===== src/hw/rtl/atan2or_pkg.sv =====
// Shared types and constants for the octant atan2 pipeline.
`timescale 1ns / 1ps

package atan2or_pkg;

  // Q16 ratio quotient width, range 0..65536
  localparam int QW = 17;
  localparam int ANGLE_W = 17;

  localparam logic [11:0] INNER_BASE = 12'd2552;
  localparam logic [26:0] INNER_COEF = 27'd691;
  localparam logic signed [17:0] RATIO_ONE = 18'sd65536;
  localparam logic signed [17:0] QUARTER_TURN = 18'sd16384;
  localparam logic signed [17:0] HALF_TURN = 18'sd32768;

  typedef struct packed {
    logic zero;
    logic swap;
    logic xneg;
    logic yneg;
  } flags_t;

endpackage


===== src/hw/rtl/atan2or_div_step.sv =====
// One registered restoring-division step producing one quotient bit.
`timescale 1ns / 1ps

module atan2or_div_step import atan2or_pkg::*; #(
  parameter int MW = 33,
  parameter bit FIRST = 1'b0
) (
  input  logic          clk,
  input  logic          rst,
  input  logic          en,
  input  logic          valid_in,
  input  logic [MW-1:0] rem_in,
  input  logic [MW-1:0] hi_in,
  input  logic [QW-1:0] q_in,
  input  flags_t        flags_in,
  output logic          valid_out,
  output logic [MW-1:0] rem_out,
  output logic [MW-1:0] hi_out,
  output logic [QW-1:0] q_out,
  output flags_t        flags_out
);

  logic [MW:0] rem_sh;
  logic [MW:0] diff;
  logic        ge;

  always_comb begin
    rem_sh = FIRST ? {1'b0, rem_in} : {rem_in, 1'b0};
    diff   = rem_sh - {1'b0, hi_in};
    ge     = rem_sh >= {1'b0, hi_in};
  end

  always_ff @(posedge clk) begin
    if (rst) begin
      valid_out <= 1'b0;
    end else if (en) begin
      valid_out <= valid_in;
    end
    if (en) begin
      rem_out   <= ge ? diff[MW-1:0] : rem_sh[MW-1:0];
      hi_out    <= hi_in;
      q_out     <= {q_in[QW-2:0], ge};
      flags_out <= flags_in;
    end
  end

endmodule


===== src/hw/rtl/atan2_octant_rational_approx.sv =====
// Top level: pipelined atan2 by octant reduction and rational approximation.
`timescale 1ns / 1ps

// Angle of a signed vector (coord_y, coord_x) in brads, 65536 to a full turn,
// emitted as 17-bit two's complement in -32768..32768; (0,0) gives 0. Only the
// low COORD_WIDTH bits of each coordinate are used. One transaction is taken
// per clock while the output is not stalled; the pipe is one magnitude/octant
// stage, 17 restoring division steps (one quotient bit each) for the Q16
// ratio, then three stages for polynomial and reflection. The whole pipeline
// holds while a result waits under stall: in_stall = out_stall if out_valid is high.
module atan2_octant_rational_approx import atan2or_pkg::*; #(
  parameter int COORD_WIDTH = 32
) (
  input  logic                      clk,
  input  logic                      rst,
  input  logic                      in_valid,
  output logic                      in_stall,
  input  logic signed [31:0]        coord_y,
  input  logic signed [31:0]        coord_x,
  output logic                      out_valid,
  input  logic                      out_stall,
  output logic signed [ANGLE_W-1:0] angle
);

  localparam int W  = COORD_WIDTH;
  localparam int MW = COORD_WIDTH + 1;

  logic en;
  assign en = !out_valid || !out_stall;
  assign in_stall = !en;

  // front stage: magnitudes and octant
  logic [W-1:0]  y_raw, x_raw;
  logic [MW-1:0] ay, ax;
  flags_t        f0_next;

  always_comb begin
    y_raw = coord_y[W-1:0];
    x_raw = coord_x[W-1:0];
    ay = y_raw[W-1] ? (~{1'b1, y_raw} + 1'b1) : {1'b0, y_raw};
    ax = x_raw[W-1] ? (~{1'b1, x_raw} + 1'b1) : {1'b0, x_raw};
    f0_next.zero = (ay == '0) && (ax == '0);
    f0_next.swap = ay > ax;
    f0_next.xneg = x_raw[W-1];
    f0_next.yneg = y_raw[W-1];
  end

  logic          v_a   [0:QW];
  logic [MW-1:0] rem_a [0:QW];
  logic [MW-1:0] hi_a  [0:QW];
  logic [QW-1:0] q_a   [0:QW];
  flags_t        f_a   [0:QW];

  always_ff @(posedge clk) begin
    if (rst) begin
      v_a[0] <= 1'b0;
    end else if (en) begin
      v_a[0] <= in_valid;
    end
    if (en) begin
      rem_a[0] <= f0_next.swap ? ax : ay;
      hi_a[0]  <= f0_next.swap ? ay : ax;
      q_a[0]   <= '0;
      f_a[0]   <= f0_next;
    end
  end

  for (genvar i = 0; i < QW; i++) begin : g_div
    atan2or_div_step #(
      .MW    (MW),
      .FIRST (i == 0)
    ) u_step (
      .clk       (clk),
      .rst       (rst),
      .en        (en),
      .valid_in  (v_a[i]),
      .rem_in    (rem_a[i]),
      .hi_in     (hi_a[i]),
      .q_in      (q_a[i]),
      .flags_in  (f_a[i]),
      .valid_out (v_a[i+1]),
      .rem_out   (rem_a[i+1]),
      .hi_out    (hi_a[i+1]),
      .q_out     (q_a[i+1]),
      .flags_out (f_a[i+1])
    );
  end

  // P1: products of the ratio
  logic [QW-1:0]     r;
  logic signed [17:0] rs, rm;
  logic [26:0]        m1_next;
  logic signed [35:0] t_next;

  always_comb begin
    r  = q_a[QW];
    rs = $signed({1'b0, r});
    rm = rs - RATIO_ONE;
    m1_next = {10'b0, r} * INNER_COEF;
    t_next  = rs * rm;
  end

  logic               v1;
  logic [26:0]        m1;
  logic signed [35:0] t1_prod;
  logic [13:0]        r1;
  flags_t             f1;

  always_ff @(posedge clk) begin
    if (rst) begin
      v1 <= 1'b0;
    end else if (en) begin
      v1 <= v_a[QW];
    end
    if (en) begin
      m1      <= m1_next;
      t1_prod <= t_next;
      r1      <= r[16:3];
      f1      <= f_a[QW];
    end
  end

  // P2: bend product
  logic [11:0]        inner;
  logic signed [15:0] tq;
  logic signed [28:0] p_next;

  always_comb begin
    inner  = INNER_BASE + {1'b0, m1[26:16]};
    tq     = t1_prod[31:16];
    p_next = tq * $signed({1'b0, inner});
  end

  logic               v2;
  logic signed [28:0] p2;
  logic [13:0]        r2;
  flags_t             f2;

  always_ff @(posedge clk) begin
    if (rst) begin
      v2 <= 1'b0;
    end else if (en) begin
      v2 <= v1;
    end
    if (en) begin
      p2 <= p_next;
      r2 <= r1;
      f2 <= f1;
    end
  end

  // P3: octant result and reflections
  logic signed [17:0] a0, a1, a2, a3;

  always_comb begin
    // bend is never positive, so the shifted product needs sign extension
    a0 = $signed({4'b0, r2}) - 18'($signed(p2[28:16]));
    a1 = f2.swap ? (QUARTER_TURN - a0) : a0;
    a2 = f2.xneg ? (HALF_TURN - a1) : a1;
    a3 = f2.yneg ? -a2 : a2;
    if (f2.zero) begin
      a3 = '0;
    end
  end

  always_ff @(posedge clk) begin
    if (rst) begin
      out_valid <= 1'b0;
    end else if (en) begin
      out_valid <= v2;
    end
    if (en) begin
      angle <= a3[ANGLE_W-1:0];
    end
  end

endmodule


===== config.mk =====
export PLATFORM = sky130hd
export DESIGN_NAME = atan2_octant_rational_approx
export DESIGN_NICKNAME = d
export VERILOG_FILES = /design/src/hw/rtl/atan2or_pkg.sv /design/src/hw/rtl/atan2or_div_step.sv /design/src/hw/rtl/atan2_octant_rational_approx.sv
export SDC_FILE = /design/constraint.sdc
export NUM_CORES = 2
export LEC_CHECK = 0
export ABC_AREA = 1
export ABC_CLOCK_PERIOD_IN_PS = 85500
export BUFFER_PORTS_ARGS = -buffer_cell sky130_fd_sc_hd__buf_2
export CORE_ASPECT_RATIO = 1.5
export CORE_MARGIN = 10
export CORE_UTILIZATION = 60
export CTS_CLUSTER_DIAMETER = 200
export CTS_CLUSTER_SIZE = 20
export DETAILED_ROUTE_END_ITERATION = 8
export PLACE_DENSITY_LB_ADDON = 0.12
export REMOVE_ABC_BUFFERS = 1
export SYNTH_ARGS = -nofsm -noshare
export SYNTH_HDL_FRONTEND = slang
export SYNTH_SLANG_ARGS = --single-unit

===== constraint.sdc =====
create_clock -name clk -period 85.5 [get_ports clk]
set_input_delay 4.275 -clock clk [delete_from_list [all_inputs] [get_ports clk]]
set_output_delay 4.275 -clock clk [all_outputs]
set_load 0.02 [all_outputs]

# Word-level counts from Yosys, hierarchy flattened
# Cells that the tools add are included.
op_classes:
  add_sub_neg: 24
  mul: 3
  div_mod_pow: 0
  n_lt_le_gt_ge: 18
  n_eq_ne: 0
  shift: 0
  muxes: 23
  n_bitwise: 2
  n_reduce_logical: 7
op_table:
  columns: ["cell", "n"]
  rows:
  - ["2-to-1 mux 33 bit", 20]
  - [">= comparator 34 x 33 -> 1 bit", 16]
  - ["subtractor 33 bit", 16]
  - ["adder 33 x 1 -> 33 bit (second input constant)", 2]
  - ["logical NOT 33 bit", 2]
  - ["NOT 33 bit", 2]
  - ["2-to-1 mux 17 bit", 3]
  - [">= comparator 33 bit", 1]
  - ["> comparator 33 bit", 1]
  - ["multiplier 18 x 18 -> 32 bit", 1]
  - ["multiplier 16 x 13 -> 29 bit", 1]
  - ["multiplier 17 x 10 -> 27 bit (second input constant)", 1]
  - ["subtractor 17 x 17 -> 18 bit (second input constant)", 1]
  - ["negation 17 bit", 1]
  - ["subtractor 16 x 16 -> 17 bit (first input constant)", 1]
  - ["subtractor 17 bit (first input constant)", 1]
  - ["subtractor 15 x 13 -> 16 bit", 1]
  - ["adder 12 x 11 -> 12 bit (first input constant)", 1]
  - ["logical NOT 1 bit", 3]
  - ["logical AND 1 bit", 1]
  - ["logical OR 1 bit", 1]
word_totals:
  register_bits: 1509
  latchBits: 0
  ramBits: 0
  rom_bits: 0
  inputBits: 68
  output_inout_bits: 19
  wordCells: 250
  n_memories: 0

# Longest topological paths before layout
depth:
  word_depth: 7
  ltp_mapped: 32
  ltp_nobuf: 30

# By module
# From an unflattened synthesis, not the netlist that was laid out.
unflattened:
  cells_unflattened: 16695
  hier_area_um2: 130350.0
modules_own_cells:
  columns: ["module", "instances", "cells_each", "area_each_um2"]
  rows:
  - ["atan2or_div_step at g_div[10].u_step ...", 11, 779, 5970.7]
  - ["atan2or_div_step at g_div[5].u_step ...", 5, 779, 5936.9]
  - ["atan2_octant_rational_approx", 1, 3454, 28995.3]
  - ["atan2or_div_step at g_div[0].u_step", 1, 777, 5992.0]

# Worst setup path before layout
# No wires, ideal clock.
synth_path:
  path_type: "input port to flip-flop"
  startpoint: "in out_stall"
  endpoint: "reg angle[0] (enable)"
  setup_ns: 2.368
  arrival_ns: 43.264
  required_ns: 83.132
  slack_ns: 39.868
  stages: 2
  n_path_buf: 1
  path_cell_list: "nand2_1 -> clkbuf_1"
synth_between:
  elab_chain_cells: 2
synth_lines:
  columns: ["item", "line", "source"]
  rows:
  - ["start, declared", "atan2_octant_rational_approx.sv:21", "input logic out_stall,"]
  - ["logical NOT 1 bit", "atan2_octant_rational_approx.sv:29", "assign en = !out_valid || !out_stall;"]
  - ["logical OR 1 bit", "atan2_octant_rational_approx.sv:29", null]
  - ["end signal, assigned", "atan2_octant_rational_approx.sv:173", "angle <= a3[ANGLE_W-1:0];"]
  - ["end, declared", "atan2_octant_rational_approx.sv:22", "output logic signed [ANGLE_W-1:0] angle"]
# Every way passes these cells.
# A chain may end at the register's enable or synchronous reset.

# Worst setup path in the final report
layout_path:
  startpoint: "in out_stall"
  endpoint: "out in_stall"
layout_between:
  elab_chain_cells: 3
layout_lines:
  columns: ["item", "line", "source"]
  rows:
  - ["logical NOT 1 bit", "atan2_octant_rational_approx.sv:29", null]
  - ["logical OR 1 bit", "atan2_octant_rational_approx.sv:29", null]
  - ["logical NOT 1 bit", "atan2_octant_rational_approx.sv:30", "assign in_stall = !en;"]
  - ["end, declared", "atan2_octant_rational_approx.sv:17", "output logic in_stall,"]
# Every way passes these cells.

==> qor.csv <==
stage;metric;value;unit
cells_and_area;fin_util;0.634;
logic_synthesis;ys_types;64;
worst_setup_path;r2r-end;p2[27]$_DFFE_PN_;
logic_synthesis;ys_ff_latch;1461;
floorplanning;coreArea;169000;um2
sta;fin_skew;45.5;ps
sta;fin_crit_sh;0.115;
cells_and_area;nets;12350;
floorplanning;ios;87;
clock_tree;cts.sinks;1461;
worst_setup_path;critPathKind;input port to primary output;
route;drt_iter0_drc;4387;
clock_tree;cts-htree-levels;3;
logic_synthesis;synth_edf_count;1440;
logic_synthesis;synth.area.top_cells;edfxtp_1 42%, ha_1 11%, fa_1 9.0%;
cells_and_area;area_growth_syn_to_layout;5.30;%
sta;slew_headroom;0.176;
clock_tree;clk_path_buf_depth;3;
route;vias;74274;
logic_synthesis;synth_warnings;0;
sta;setup_viol;0;
logic_synthesis;ys_seq_area_frac;0.429;
worst_setup_path;critPathCaptureType;primary output;
route;drt-vias-per-instance;5.63;
clock_tree;cts_tree;built;
worst_setup_path;max_stage_delay;580;ps
place;gp_congestion;0.996;
logic_synthesis;ys_async_sr_fraction;0;
worst_setup_path;critical-path-slowest-cell;inv_1;
worst_setup_path;cp_cell_sequence;buf_2 -> nand2_4 -> inv_1 -> buf_2;
place;hpwl;219;mm
worst_setup_path;ff2ff_path_depth;24;
worst_setup_path;cp.required;81220;ps
floorplanning;die_h;524;um
run_status;status;complete, no violations;
sta;finalCriticalPeriod;9810;ps
logic_synthesis;synth_cells;10866;
sta;worst_pin_slew;1220;ps
route;drt_wl_total;269;mm
floorplanning;die_area;187000;um2
worst_setup_path;rr_startpoint;m1[19]$_DFFE_PN_;
global_route;grt-ovfl-total;0;
floorplanning;start_util;0.602;
logic_synthesis;ys.flop_type;edfxtp_1;
clock_tree;numCtsBuffers;83;
worst_setup_path;critPathMostFrequentCell;buf_2;
clock_tree;clkLatencyLatePin;780;ps
global_route;grt_max_degree;151;
route;antenna_left;0;
worst_hold_path;hp-class;register to register;
sta;drv_slew;0;
route;dr.pass1.iters;6;
logic_synthesis;yosys.area.top_type;edfxtp_1;
job;maxCapViolCount;0;
logic_synthesis;syn_area;102000;um2
clock_tree;cts_setup_buffers;0;
global_route;grt_usage;0.285;
clock_tree;ctsRootBufferMaster;clkbuf_16;
worst_setup_path;path_max_fanout;42;
worst_setup_path;regToRegSetupSlack;77880;ps
worst_setup_path;arrival;5530;ps
clock_tree;cts_resized;0;
global_route;grt_antenna_before_repair;4;
cells_and_area;drive_above_1_share;0.0342;
global_route;grt_pass1_vias;78238;
route;wl_per_cell;20.4;um
worst_hold_path;holdCritStartpoint;g_div[15].u_step.q_out[9]$_DFFE_PN_;
logic_synthesis;synth_top_cell_area_share;0.425;
sta;rsz0062_at_grt;no;
worst_hold_path;hold_depth;0;
clock_tree;cts-hold-fix-buffers;0;
global_route;grt_pass1_wl;413;mm
sta;max_freq;0.102;GHz
sta;hold_violations;0;
floorplanning;die_x;356;um
sta;setup_tns;0;ps
logic_synthesis;synth_area_per_cell;9.37;um2
clock_tree;clk_pin_slew;90;ps
floorplanning;core.rowCount;185;
place;port_buffers;86;
route;drc;0;
worst_hold_path;hold_end;g_div[16].u_step.q_out[10]$_DFFE_PN_;
worst_setup_path;startpoint_type;input port;
## cell type report
| class | count | area [um2] |
|---|---|---|
| timing repair buffer | 150 | 948 |
| multi-input combinational | 7189 | 49800 |
| inverter | 2044 | 7670 |
| antenna | 6 | 15.0 |
| clock inverter | 8 | 176 |
| clock buffer | 94 | 2120 |
| tap | 2244 | 2810 |
| fill | 13903 | 61800 |
| sequential | 1461 | 43700 |
## cell usage in the layout, fill, tap and decap left out, drive strengths merged, types with 115 or more instances in the layout
cell type,Yosys,routed
nand2,2137,2137
inv,2037,2042
edfxtp,1440,1440
ha,896,896
o21ai,800,800
a21oi,720,720
nor2,652,652
fa,457,457
xnor2,332,332
nand3,270,270
xor2,263,263
buf,49,150
a31oi,115,115
## cells in the mapped netlist (all sizes together), types with 2 or more instances
master      n
fa        457
ha        896
nor4b       2
nor4       38
or3         2
edfxtp   1440
xor2      263
nand4      97
a221oi      2
o31ai      28
a211oi     25
a311oi      7
a21boi     31
nand3b     18
conb        2
o221a       4
buf        49
xnor2     332
nor3       87
nand2    2137
nor2      652
o2111ai    26
o311ai      4
a21o       36
or2        26
o21bai     15
inv      2037
nand3     270
dfxtp      21
o211ai     26
a21oi     720
o21ai     800
clkbuf    125
o21a       46
o41ai       2
and2        2
clkinv      7
a31oi     115
o221ai     12
## how the worst max path moves through the flow
| stage | depth (start not counted) | slack [ps] | to | startpoint |
|---|---|---|---|---|
| after floorplan | 2 | 34520 | in_stall | out_stall |
| after global placement | 23 | 75540 | hi_a[591]$_DFFE_PN_ | coord_y[0] |
| after detailed placement | 23 | 75660 | hi_a[577]$_DFFE_PN_ | coord_y[0] |
| after CTS | 4 | 75680 | in_stall | out_stall |
| after global routing | 4 | 75560 | in_stall | out_stall |
| final | 4 | 75690 | in_stall | out_stall |
## cell families after synthesis
kind of cell               count (synthesis)  share of synthesized area
buffers and inverters                   2218                     0.0825
and+or+nand+nor                         3334                      0.134
AOI/OAI and AO/OA                       1903                      0.103
adders and majority gates               1353                      0.200
xor gates and xnor gates                 595                     0.0513
other                                      2                  0.0000738
DFF                                     1461                      0.429
## flip-flops by register name, indices dropped and copies added (netlist names), 4 cells and up
register                count
f2                          4
rem_a                      33
angle                      17
p2                         13
r1                         14
f1                          4
t1_prod                    16
hi_a                       33
g_div.u_step.q_out        153
g_div.u_step.flags_out     68
g_div.u_step.rem_out      528
r2                         14
g_div.u_step.valid_out     17
g_div.u_step.hi_out       528
m1                         11
f_a                         4
## through the flow
step	area, um2	hold slack [ps]	instances	setup slack, ps
6_report	107000	407	13196	75690
4_1_cts	107000	403	13190	75680
5_1_grt	107000	421	13194	75560
2_1_floorplan	101000	400	10694	34520
3_5_place_dp	105000	405	13088	75660
3_3_place_gp	105000	401	13088	75540
## metal layers
metal,track usage,vias up,wire length [um]
met5,0,-,0
met4,0.250,0,28000
met3,0.0302,985,8890
met2,0.570,1993,151000
met1,0.240,35284,80600
li1,-,36012,-
## worst max-delay path, delay by kind of cell
kind / cells / cell delay (ps)
buffers and inverters: 3 / 960
AND/OR/NAND/NOR: 1 / 280
Power is left out: the tool's default activity adds up to more than one toggle a clock period on the data nets, which glitch-free logic cannot reach.
